[config.mk]
export PLATFORM = sky130hd
export DESIGN_NAME = rbpsr_cordic
export DESIGN_NICKNAME = d
export VERILOG_FILES = /design/src/rtl/rbpsr_pkg.sv /design/src/rtl/rbpsr_cordic.sv
export SDC_FILE = /design/constraint.sdc
export NUM_CORES = 2
export LEC_CHECK = 0
export BUFFER_PORTS_ARGS = -buffer_cell sky130_fd_sc_hd__buf_2
export CORE_MARGIN = 1.5
export CORE_UTILIZATION = 40
export CTS_CLUSTER_SIZE = 16
export DETAILED_ROUTE_END_ITERATION = 10
export GPL_ROUTABILITY_DRIVEN = 0
export SETUP_SLACK_MARGIN = 0.05
export SLEW_MARGIN = 5
export SYNTH_ARGS = -nofsm -noshare
export SYNTH_HDL_FRONTEND = slang
export SYNTH_SLANG_ARGS = --single-unit
export TNS_END_PERCENT = 5
[constraint.sdc]
create_clock -name clk -period 24 [get_ports clk]
set_input_delay 6 -clock clk [delete_from_list [all_inputs] [get_ports clk]]
set_output_delay 6 -clock clk [all_outputs]
set_load 0.005 [all_outputs]
[src/rtl/rbpsr_pkg.sv]
// ----------------------------------------------------------------------------
// rbpsr_pkg
// Shared types, codes and arithmetic helpers for the point set rotator.
// ----------------------------------------------------------------------------
package rbpsr_pkg;

    localparam int MAX_POINTS_DEF   = 64;
    localparam int CORDIC_STEPS_DEF = 16;
    localparam int ARC_LEN          = 30;
    localparam int CFG_IDX_W        = 3;
    localparam int CFG_DATA_W       = 32;

    // Limit gain of the CORDIC, 1/K in Q30
    localparam logic signed [30:0] GAIN_Q30 = 31'sd652032874;

    // Working widths of the rotator datapath
    localparam int CXW = 36;
    localparam int CZW = 34;
    localparam int SATW = 68;

    typedef enum logic [2:0] {
        OP_ADD     = 3'd0,
        OP_MODIFY  = 3'd1,
        OP_TICK    = 3'd2,
        OP_SET_POS = 3'd3,
        OP_SET_HDG = 3'd4
    } op_t;

    typedef enum logic [2:0] {
        REG_SCALE_H    = 3'd0,
        REG_SCALE_V    = 3'd1,
        REG_VELOCITY_X = 3'd2,
        REG_VELOCITY_Y = 3'd3,
        REG_SPIN_RATE  = 3'd4
    } reg_idx_t;

    typedef struct packed {
        logic [2:0]         op;
        logic signed [31:0] coord_x;
        logic signed [31:0] coord_y;
        logic               collidable_in;
        logic [5:0]         point_index;
        logic [19:0]        time_step;
        logic signed [31:0] heading_in;
    } in_item_t;

    typedef struct packed {
        logic [5:0]         out_index;
        logic signed [31:0] world_x;
        logic signed [31:0] world_y;
        logic               collidable_out;
        logic signed [31:0] heading_out;
        logic               last;
    } out_item_t;

    // Rounded arctangent of 2^-i in binary angle units
    function automatic logic [29:0] arc_of(input logic [4:0] i);
        logic [29:0] a;
        case (i)
            5'd0:  a = 30'd536870912;
            5'd1:  a = 30'd316933406;
            5'd2:  a = 30'd167458907;
            5'd3:  a = 30'd85004756;
            5'd4:  a = 30'd42667331;
            5'd5:  a = 30'd21354465;
            5'd6:  a = 30'd10680862;
            5'd7:  a = 30'd5340245;
            5'd8:  a = 30'd2670163;
            5'd9:  a = 30'd1335087;
            5'd10: a = 30'd667544;
            5'd11: a = 30'd333772;
            5'd12: a = 30'd166886;
            5'd13: a = 30'd83443;
            5'd14: a = 30'd41722;
            5'd15: a = 30'd20861;
            5'd16: a = 30'd10430;
            5'd17: a = 30'd5215;
            5'd18: a = 30'd2608;
            5'd19: a = 30'd1304;
            5'd20: a = 30'd652;
            5'd21: a = 30'd326;
            5'd22: a = 30'd163;
            5'd23: a = 30'd81;
            5'd24: a = 30'd41;
            5'd25: a = 30'd20;
            5'd26: a = 30'd10;
            5'd27: a = 30'd5;
            5'd28: a = 30'd3;
            5'd29: a = 30'd1;
            default: a = 30'd0;
        endcase
        return a;
    endfunction

    // Clamp a wide signed value to signed 32 bits
    function automatic logic [31:0] sat32(input logic signed [SATW-1:0] v);
        logic [31:0] r;
        if (v > SATW'(64'sh7FFF_FFFF)) begin
            r = 32'h7FFF_FFFF;
        end
        else if (v < -SATW'(64'sh8000_0000)) begin
            r = 32'h8000_0000;
        end
        else begin
            r = v[31:0];
        end
        return r;
    endfunction

endpackage

[src/rtl/rbpsr_cordic.sv]
// ----------------------------------------------------------------------------
// rbpsr_cordic
// Iterative rotation unit: one CORDIC step per cycle, then gain compensation
// with round half up and saturation to 32 bits.
// ----------------------------------------------------------------------------
module rbpsr_cordic
    import rbpsr_pkg::*;
#(
    parameter int CORDIC_STEPS = CORDIC_STEPS_DEF
) (
    input  logic                  clk,
    input  logic                  rst_n,
    input  logic                  start,
    input  logic signed [CXW-1:0] x0,
    input  logic signed [CXW-1:0] y0,
    input  logic signed [CZW-1:0] z0,
    output logic                  done,
    output logic [31:0]           rx,
    output logic [31:0]           ry
);

    localparam int IW = $clog2(CORDIC_STEPS);
    localparam int PW = CXW + 31;

    typedef enum logic [3:0] {
        C_IDLE = 4'b0001,
        C_RUN  = 4'b0010,
        C_MUL  = 4'b0100,
        C_FIN  = 4'b1000
    } cst_t;

    cst_t                  st_reg, st_next;
    logic [IW-1:0]         i_reg;
    logic signed [CXW-1:0] x_reg, y_reg;
    logic signed [CZW-1:0] z_reg;
    logic signed [PW-1:0]  px_reg, py_reg;
    logic [31:0]           rx_reg, ry_reg;
    logic                  done_reg;
    logic signed [CXW-1:0] xs, ys;
    logic signed [CZW-1:0] arc;
    logic signed [SATW-1:0] rnd_x, rnd_y;

    // Shifted operands and table angle for the current step, and rounded gain products
    always_comb
    begin
        xs    = x_reg >>> i_reg;
        ys    = y_reg >>> i_reg;
        arc   = CZW'(arc_of(5'(i_reg)));
        rnd_x = SATW'(px_reg + PW'(1 <<< 29)) >>> 30;
        rnd_y = SATW'(py_reg + PW'(1 <<< 29)) >>> 30;
    end

    // Sequence the steps
    always_comb
    begin
        st_next = st_reg;
        unique case (st_reg)
            C_IDLE: if (start) st_next = C_RUN;
            C_RUN:  if (i_reg == IW'(CORDIC_STEPS - 1)) st_next = C_MUL;
            C_MUL:  st_next = C_FIN;
            C_FIN:  st_next = C_IDLE;
            default: st_next = C_IDLE;
        endcase
    end

    always_ff @(posedge clk or negedge rst_n)
    begin
        if (!rst_n) begin
            st_reg   <= C_IDLE;
            done_reg <= 1'b0;
        end
        else begin
            st_reg   <= st_next;
            done_reg <= (st_reg == C_FIN);
        end
    end

    // Datapath: load, rotate, compensate, clamp
    always_ff @(posedge clk)
    begin
        unique case (st_reg)
            C_IDLE:
            begin
                x_reg <= x0;
                y_reg <= y0;
                z_reg <= z0;
                i_reg <= '0;
            end
            C_RUN:
            begin
                if (!z_reg[CZW-1]) begin
                    x_reg <= x_reg - ys;
                    y_reg <= y_reg + xs;
                    z_reg <= z_reg - arc;
                end
                else begin
                    x_reg <= x_reg + ys;
                    y_reg <= y_reg - xs;
                    z_reg <= z_reg + arc;
                end
                i_reg <= i_reg + 1'b1;
            end
            C_MUL:
            begin
                px_reg <= x_reg * GAIN_Q30;
                py_reg <= y_reg * GAIN_Q30;
            end
            C_FIN:
            begin
                rx_reg <= sat32(rnd_x);
                ry_reg <= sat32(rnd_y);
            end
            default: ;
        endcase
    end

    assign done = done_reg;
    assign rx   = rx_reg;
    assign ry   = ry_reg;

endmodule

Word level (Yosys, flattened, before mapping)
Memory sizes are Yosys's and may differ from the RTL's. A register that Yosys moved wholly into a read port is not among the register bits.
Cells that the tools add are included.

word-level totals
  register bits = 311
  memory bits (read-only) = 480
  word-level logic and storage cells = 50
  memories kept = 1

memories
  memory            words  bits a word  read ports  clocked after Yosys merged registers in  wr ports  RTL line         RTL
  (name not given)  16     30           1           1                                        0         rbpsr_pkg.sv:59  case (i)

cells by class
  add/sub/neg operators = 9
  $mul = 2
  order comparisons = 4
  eq/ne operators = 7
  shift-type cells = 2
  muxes and demuxes = 13
  reductions and logical operators = 2

operators with widths
  operator                number
  $pmux 36 s2             2
  $add 67x31->68 const B  2
  $mul 36x30->66 const B  2
  $gt 38x32->1 const B    2
  $lt 38x32->1 const B    2
  $add 36x36->36          2
  $mux 36                 2
  $sshr 36x4->36          2
  $sub 36x36->36          2
  $pmux 34 s2             1
  $mux 32                 2
  $add 34x31->34          1
  $mux 34                 1
  $sub 34x31->34          1
  $mux 4                  3
  $pmux 4 s3              1
  $eq 4x4->1 const B      2
  $pmux 4 s2              1
  $add 4x1->4 const B     1
  $eq 4x1->1 const B      1
  $eq 4x2->1 const B      1
  $eq 4x3->1 const B      1
  $ne 2x2->1 const B      2
  $reduce_and 2->1        1
  $reduce_bool 2->1       1

Longest topological paths before layout
  word-level depth = 4
  depth in mapped cells = 28

Worst setup path before layout
No wires, ideal clock.

  kind = reg-to-reg
  start = register st_reg[2]
  end = register px_reg[29], enable pin
  library setup time = 0.725 ns
  data arrival time = 8.422 ns
  slack = 14.853 ns
  cell stages (with the launch flop) = 3
  clock period less this slack = 9.147 ns
  path through = dfrtp_1 clkbuf_1 nor4b_1

on the way
  longest elaborated chain between the ends = 1

RTL lines
  element                 RTL line             RTL
  start, declared         rbpsr_cordic.sv:32   cst_t st_reg, st_next;
  start signal, assigned  rbpsr_cordic.sv:73   st_reg <= st_next;
  $eq 4x3->1              rbpsr_cordic.sv:81   unique case (st_reg)
  end signal, assigned    rbpsr_cordic.sv:105  px_reg <= x_reg * GAIN_Q30;
  end, declared           rbpsr_cordic.sv:36   logic signed [PW-1:0] px_reg, py_reg;

No other way between the ends.
A chain may end at the register's enable or synchronous reset.

Worst setup path after layout
  start = register x_reg[16]
  end = register px_reg[44], data pin

on the way
  longest elaborated chain between the ends = 1

RTL lines
  element                 RTL line             RTL
  start, declared         rbpsr_cordic.sv:34   logic signed [CXW-1:0] x_reg, y_reg;
  start signal, assigned  rbpsr_cordic.sv:92   x_reg <= x_reg - ys;
  start signal, assigned  rbpsr_cordic.sv:97   x_reg <= x_reg + ys;
  $mul 36x30->66          rbpsr_cordic.sv:105

No other way between the ends.

==> summary.md <==
- **status** complete, no violations
- **critical path data arrival time** 9.19 ns
- **Yosys warnings** 0
- **I/O pin cnt** 174
- **count of max-cap constraint violations** 0
- **Max Clock Skew** 0.0553 ns
- **CTS tree** done
- **cts bufs inserted** 37
- **transition time at the pin with the least slew margin** 1.12 ns
- **overall die height** 399 um
- **number of cells upsized or downsized after cts** 0
- **deepest clock path buffer count** 3
- **final hold violation count** 0
- **proportion of synthesized area in mux cells** 4.39%
- **initial antenna violation count** 17
- **min Tclk post-route** 8.83 ns
- **final routed wirelength across all metal layers** 181000 um
- **initial cell density of the core** 40.2%
- **DRC violation count after routing** 0
- **element type at the critical path end** register
- **Die ar.** 159000 um^2
- **Congestion Overflow GR** 0
- **row count** 145
- **area share of the leading cell type in the synthesized netlist** 34.7%
- **iteration count of the initial detailed-routing pass** 6
- **initial drt markers** 3330
- **most area-hungry cell type in the Yosys netlist** sky130_fd_sc_hd__fa_1
- **largest fanout on the critical path** 11
- **Clock Sink Count** 285
- **share of cells above drive strength 1** 6.74%
- **vias after detailed routing** 45200
- **largest family of logic cells by synthesized area** adder cells
- **Primary FF master, synth** sky130_fd_sc_hd__edfxtp_1
- **final worst-path cycle share** 36.8%
- **Adder-Cell Fraction of Synth Area** 49.9%
- **CP Data Required Time** 24.37 ns
- **count of cell types in the netlist** 94
- **achievable frequency** 113 MHz
- **Clk Tree Root Cell** sky130_fd_sc_hd__clkbuf_16
- **startpoint type of the worst setup path** register
- **final setup violating endpoints** 0
- **net count after synthesis** 8303
- **worst hold-check path type** register to register
- **Worst slew margin** 25.0%
- **path type of the worst setup path** register to register
- **count of nets after finishing** 8424
- **post-detailed-placement half-perimeter wirelength** 156000 um
- **fraction of synthesis flops using an asynchronous set or reset pin** 1.75%
- **Core Box Area** 156000 um^2
- **wire length of the first global-routing pass** 278000 um
- **number of nets with antenna violations after detailed routing** 0
- **Slowest cell on crit path** sky130_fd_sc_hd__o31ai_1
- **H-tree lvl count** 2
- **Die W** 399 um
- **crit path buf inv count** 6
- **setup bufs post-CTS** 0
- **Mapped Cells** 6347
- **RSZ-0062 raised after global routing** false
- **Post-Syn Area** 62700 um^2
- **vias in the first global route** 46800
- **detailed-route vias per instance** 5.28
- **Max Slew Vio Count** 0
- **area delta synth->final** 7.11%
- **number of synthesized register bits** 285
- **Port Buffers** 173
- **family with the most delay on the worst path** adder cells
- **Most common cell on crit path** sky130_fd_sc_hd__fa_1
- **clock transition time at the flip-flop clock pins of the worst setup and hold paths** 0.06 ns
- **leading cell types by total area after synthesis** sky130_fd_sc_hd__fa_1 35%, sky130_fd_sc_hd__ha_1 15%, sky130_fd_sc_hd__edfxtp_1 12%, sky130_fd_sc_hd__inv_1 9.7%, sky130_fd_sc_hd__mux4_2 2.6%
- **post-synthesis xor/xnor area fraction** 4.97%
- **per-instance average area after synthesis** 9.88 um^2
- **largest net degree at the start of global routing** 95
- **insertion delay to the later sink of the worst-skew pair** 0.63 ns
- **simple-gate share of the synthesized area** 7.19%
- **EDFF count, synth** 250
- **cts hold-fix bufs** 0
- **Global Route Usage Sum** 23.0%
- **sequential fraction of the synthesis area** 13.1%
- **setup TNS** 0 ns
- **Critical Path Max Stage Delay** 0.69 ns
- **average routed wire per standard cell** 21.1 um
- **post-synthesis compound-gate area fraction** 9.83%
## cells in the mapped netlist (35+ instances only)
| master | number |
|---|---|
| sky130_fd_sc_hd__xnor2_1 | 181 |
| sky130_fd_sc_hd__a21o_1 | 137 |
| sky130_fd_sc_hd__nor2_1 | 187 |
| sky130_fd_sc_hd__mux2i_1 | 57 |
| sky130_fd_sc_hd__a31oi_1 | 63 |
| sky130_fd_sc_hd__mux2_2 | 41 |
| sky130_fd_sc_hd__o21ai_0 | 280 |
| sky130_fd_sc_hd__fa_1 | 1088 |
| sky130_fd_sc_hd__ha_1 | 759 |
| sky130_fd_sc_hd__inv_1 | 1622 |
| sky130_fd_sc_hd__edfxtp_1 | 250 |
| sky130_fd_sc_hd__clkbuf_1 | 92 |
| sky130_fd_sc_hd__nor3_1 | 46 |
| sky130_fd_sc_hd__nor2b_1 | 35 |
| sky130_fd_sc_hd__and3_1 | 37 |
| sky130_fd_sc_hd__a21oi_1 | 281 |
| sky130_fd_sc_hd__nand3_1 | 74 |
| sky130_fd_sc_hd__mux4_2 | 73 |
| sky130_fd_sc_hd__nand2_1 | 325 |
| sky130_fd_sc_hd__nand4_1 | 49 |
| sky130_fd_sc_hd__xor2_1 | 175 |
## logic make-up (layout without fill, tap and decap cells)
kind of cell    after synthesis  after routing
compound gates             1002           1002
mux                         176            176
fa+ha+maj                  1847           1847
simple gates                924            924
buf+inv                    1757           1905
xor+xnor                    356            356
other cells                   0              4
flops                       285            285
## final cells by class
class	count	area, um^2
flip-flops and latches	285	8230
clock buffers	44	973
inverters	1625	6100
diodes	4	10.0
fillers	14900	88700
multi-input cells	4305	47900
repair buffers	214	1170
clock inverters	22	244
well taps	2058	2570
## through the flow
stage / setup WS, ns / area [um^2] / utilization, % / hold WS [ns] / std cells
2_1_floorplan: 14.85 / 62700 / - / 0.498 / 6347
3_5_place_dp: 15.25 / 65900 / 42.3 / 0.587 / 8487
4_1_cts: 15.27 / 67200 / 43.1 / 0.594 / 8553
5_1_grt: 14.82 / 67200 / 43.1 / 0.625 / 8555
3_3_place_gp: 15.40 / 65900 / 42.3 / 0.574 / 8487
6_report: 15.17 / 67200 / 43.1 / 0.596 / 8557
## cells in the final DEF, fill, tap and decap left out, types with 11 or more instances in the layout
| cell | netlist | routed |
|---|---|---|
| sky130_fd_sc_hd__nor2_1 | 187 | 187 |
| sky130_fd_sc_hd__nand3_1 | 74 | 74 |
| sky130_fd_sc_hd__o31ai_1 | 21 | 21 |
| sky130_fd_sc_hd__dfxtp_1 | 30 | 30 |
| sky130_fd_sc_hd__a211o_1 | 12 | 12 |
| sky130_fd_sc_hd__o21a_1 | 30 | 30 |
| sky130_fd_sc_hd__mux2_2 | 41 | 41 |
| sky130_fd_sc_hd__a21o_1 | 137 | 137 |
| sky130_fd_sc_hd__o21bai_1 | 25 | 25 |
| sky130_fd_sc_hd__and2_1 | 28 | 28 |
| sky130_fd_sc_hd__a31oi_1 | 63 | 63 |
| sky130_fd_sc_hd__a211oi_1 | 27 | 27 |
| sky130_fd_sc_hd__a21boi_0 | 11 | 11 |
| sky130_fd_sc_hd__nor4_1 | 21 | 21 |
| sky130_fd_sc_hd__o21ai_0 | 280 | 279 |
| sky130_fd_sc_hd__inv_1 | 1622 | 1619 |
| sky130_fd_sc_hd__nand2_1 | 325 | 324 |
| sky130_fd_sc_hd__buf_2 | 14 | 173 |
| sky130_fd_sc_hd__or3_1 | 14 | 14 |
| sky130_fd_sc_hd__mux4_2 | 73 | 73 |
| sky130_fd_sc_hd__or2_2 | 23 | 23 |
| sky130_fd_sc_hd__nor2b_1 | 35 | 35 |
| sky130_fd_sc_hd__nand4_1 | 49 | 49 |
| sky130_fd_sc_hd__clkbuf_16 | 0 | 38 |
| sky130_fd_sc_hd__xor2_1 | 175 | 175 |
| sky130_fd_sc_hd__fa_1 | 1088 | 1088 |
| sky130_fd_sc_hd__ha_1 | 759 | 759 |
| sky130_fd_sc_hd__nand2b_1 | 33 | 33 |
| sky130_fd_sc_hd__nor3_1 | 46 | 45 |
| sky130_fd_sc_hd__xnor2_1 | 181 | 181 |
| sky130_fd_sc_hd__edfxtp_1 | 250 | 250 |
| sky130_fd_sc_hd__buf_4 | 0 | 41 |
| sky130_fd_sc_hd__and3_1 | 37 | 37 |
| sky130_fd_sc_hd__o211ai_1 | 16 | 16 |
| sky130_fd_sc_hd__a21oi_1 | 281 | 281 |
| sky130_fd_sc_hd__mux2i_1 | 57 | 57 |
## metal layers
layer / share of wire (%) / track usage, % / vias up
met5: 0.070 / 0 / -
met2: 45 / 36.2 / 1459
li1: - / - / 20700
met4: 4.3 / 8.96 / 20
met3: 7.4 / 4.27 / 305
met1: 43 / 31.2 / 22700
## worst reg2reg max path, delay by kind of cell, from the launching register on
kind | cells | cell delay (ns)
and+or+nand+nor | 3 | 0.62
AOI/OAI and AO/OA | 6 | 2.27
buffers and inverters | 6 | 0.47
DFF | 1 | 0.66
xor gates and xnor gates | 1 | 0.17
adders and majority gates | 9 | 4.39
## path summary, 6_finish.rpt
check,slack (ns),end,start,cells past startpoint
max in group asynchronous,18.52,st_reg[0]$_DFFE_PN1P_,rst_n,1
min in group asynchronous,5.22,done$_DFF_PN0_,rst_n,1
setup / recovery,15.17,px_reg[44]$_DFFE_PP_,x_reg[16]$_DFFE_PN_,25
hold / removal,0.60,st_reg[3]$_DFFE_PN0P_,st_reg[3]$_DFFE_PN0P_,1
setup reg to reg,15.17,px_reg[44]$_DFFE_PP_,x_reg[16]$_DFFE_PN_,25
hold reg to reg,0.60,st_reg[3]$_DFFE_PN0P_,st_reg[3]$_DFFE_PN0P_,1
Power is left out: the tool's default activity adds up to more than one toggle a clock period on the data nets, which glitch-free logic cannot reach.
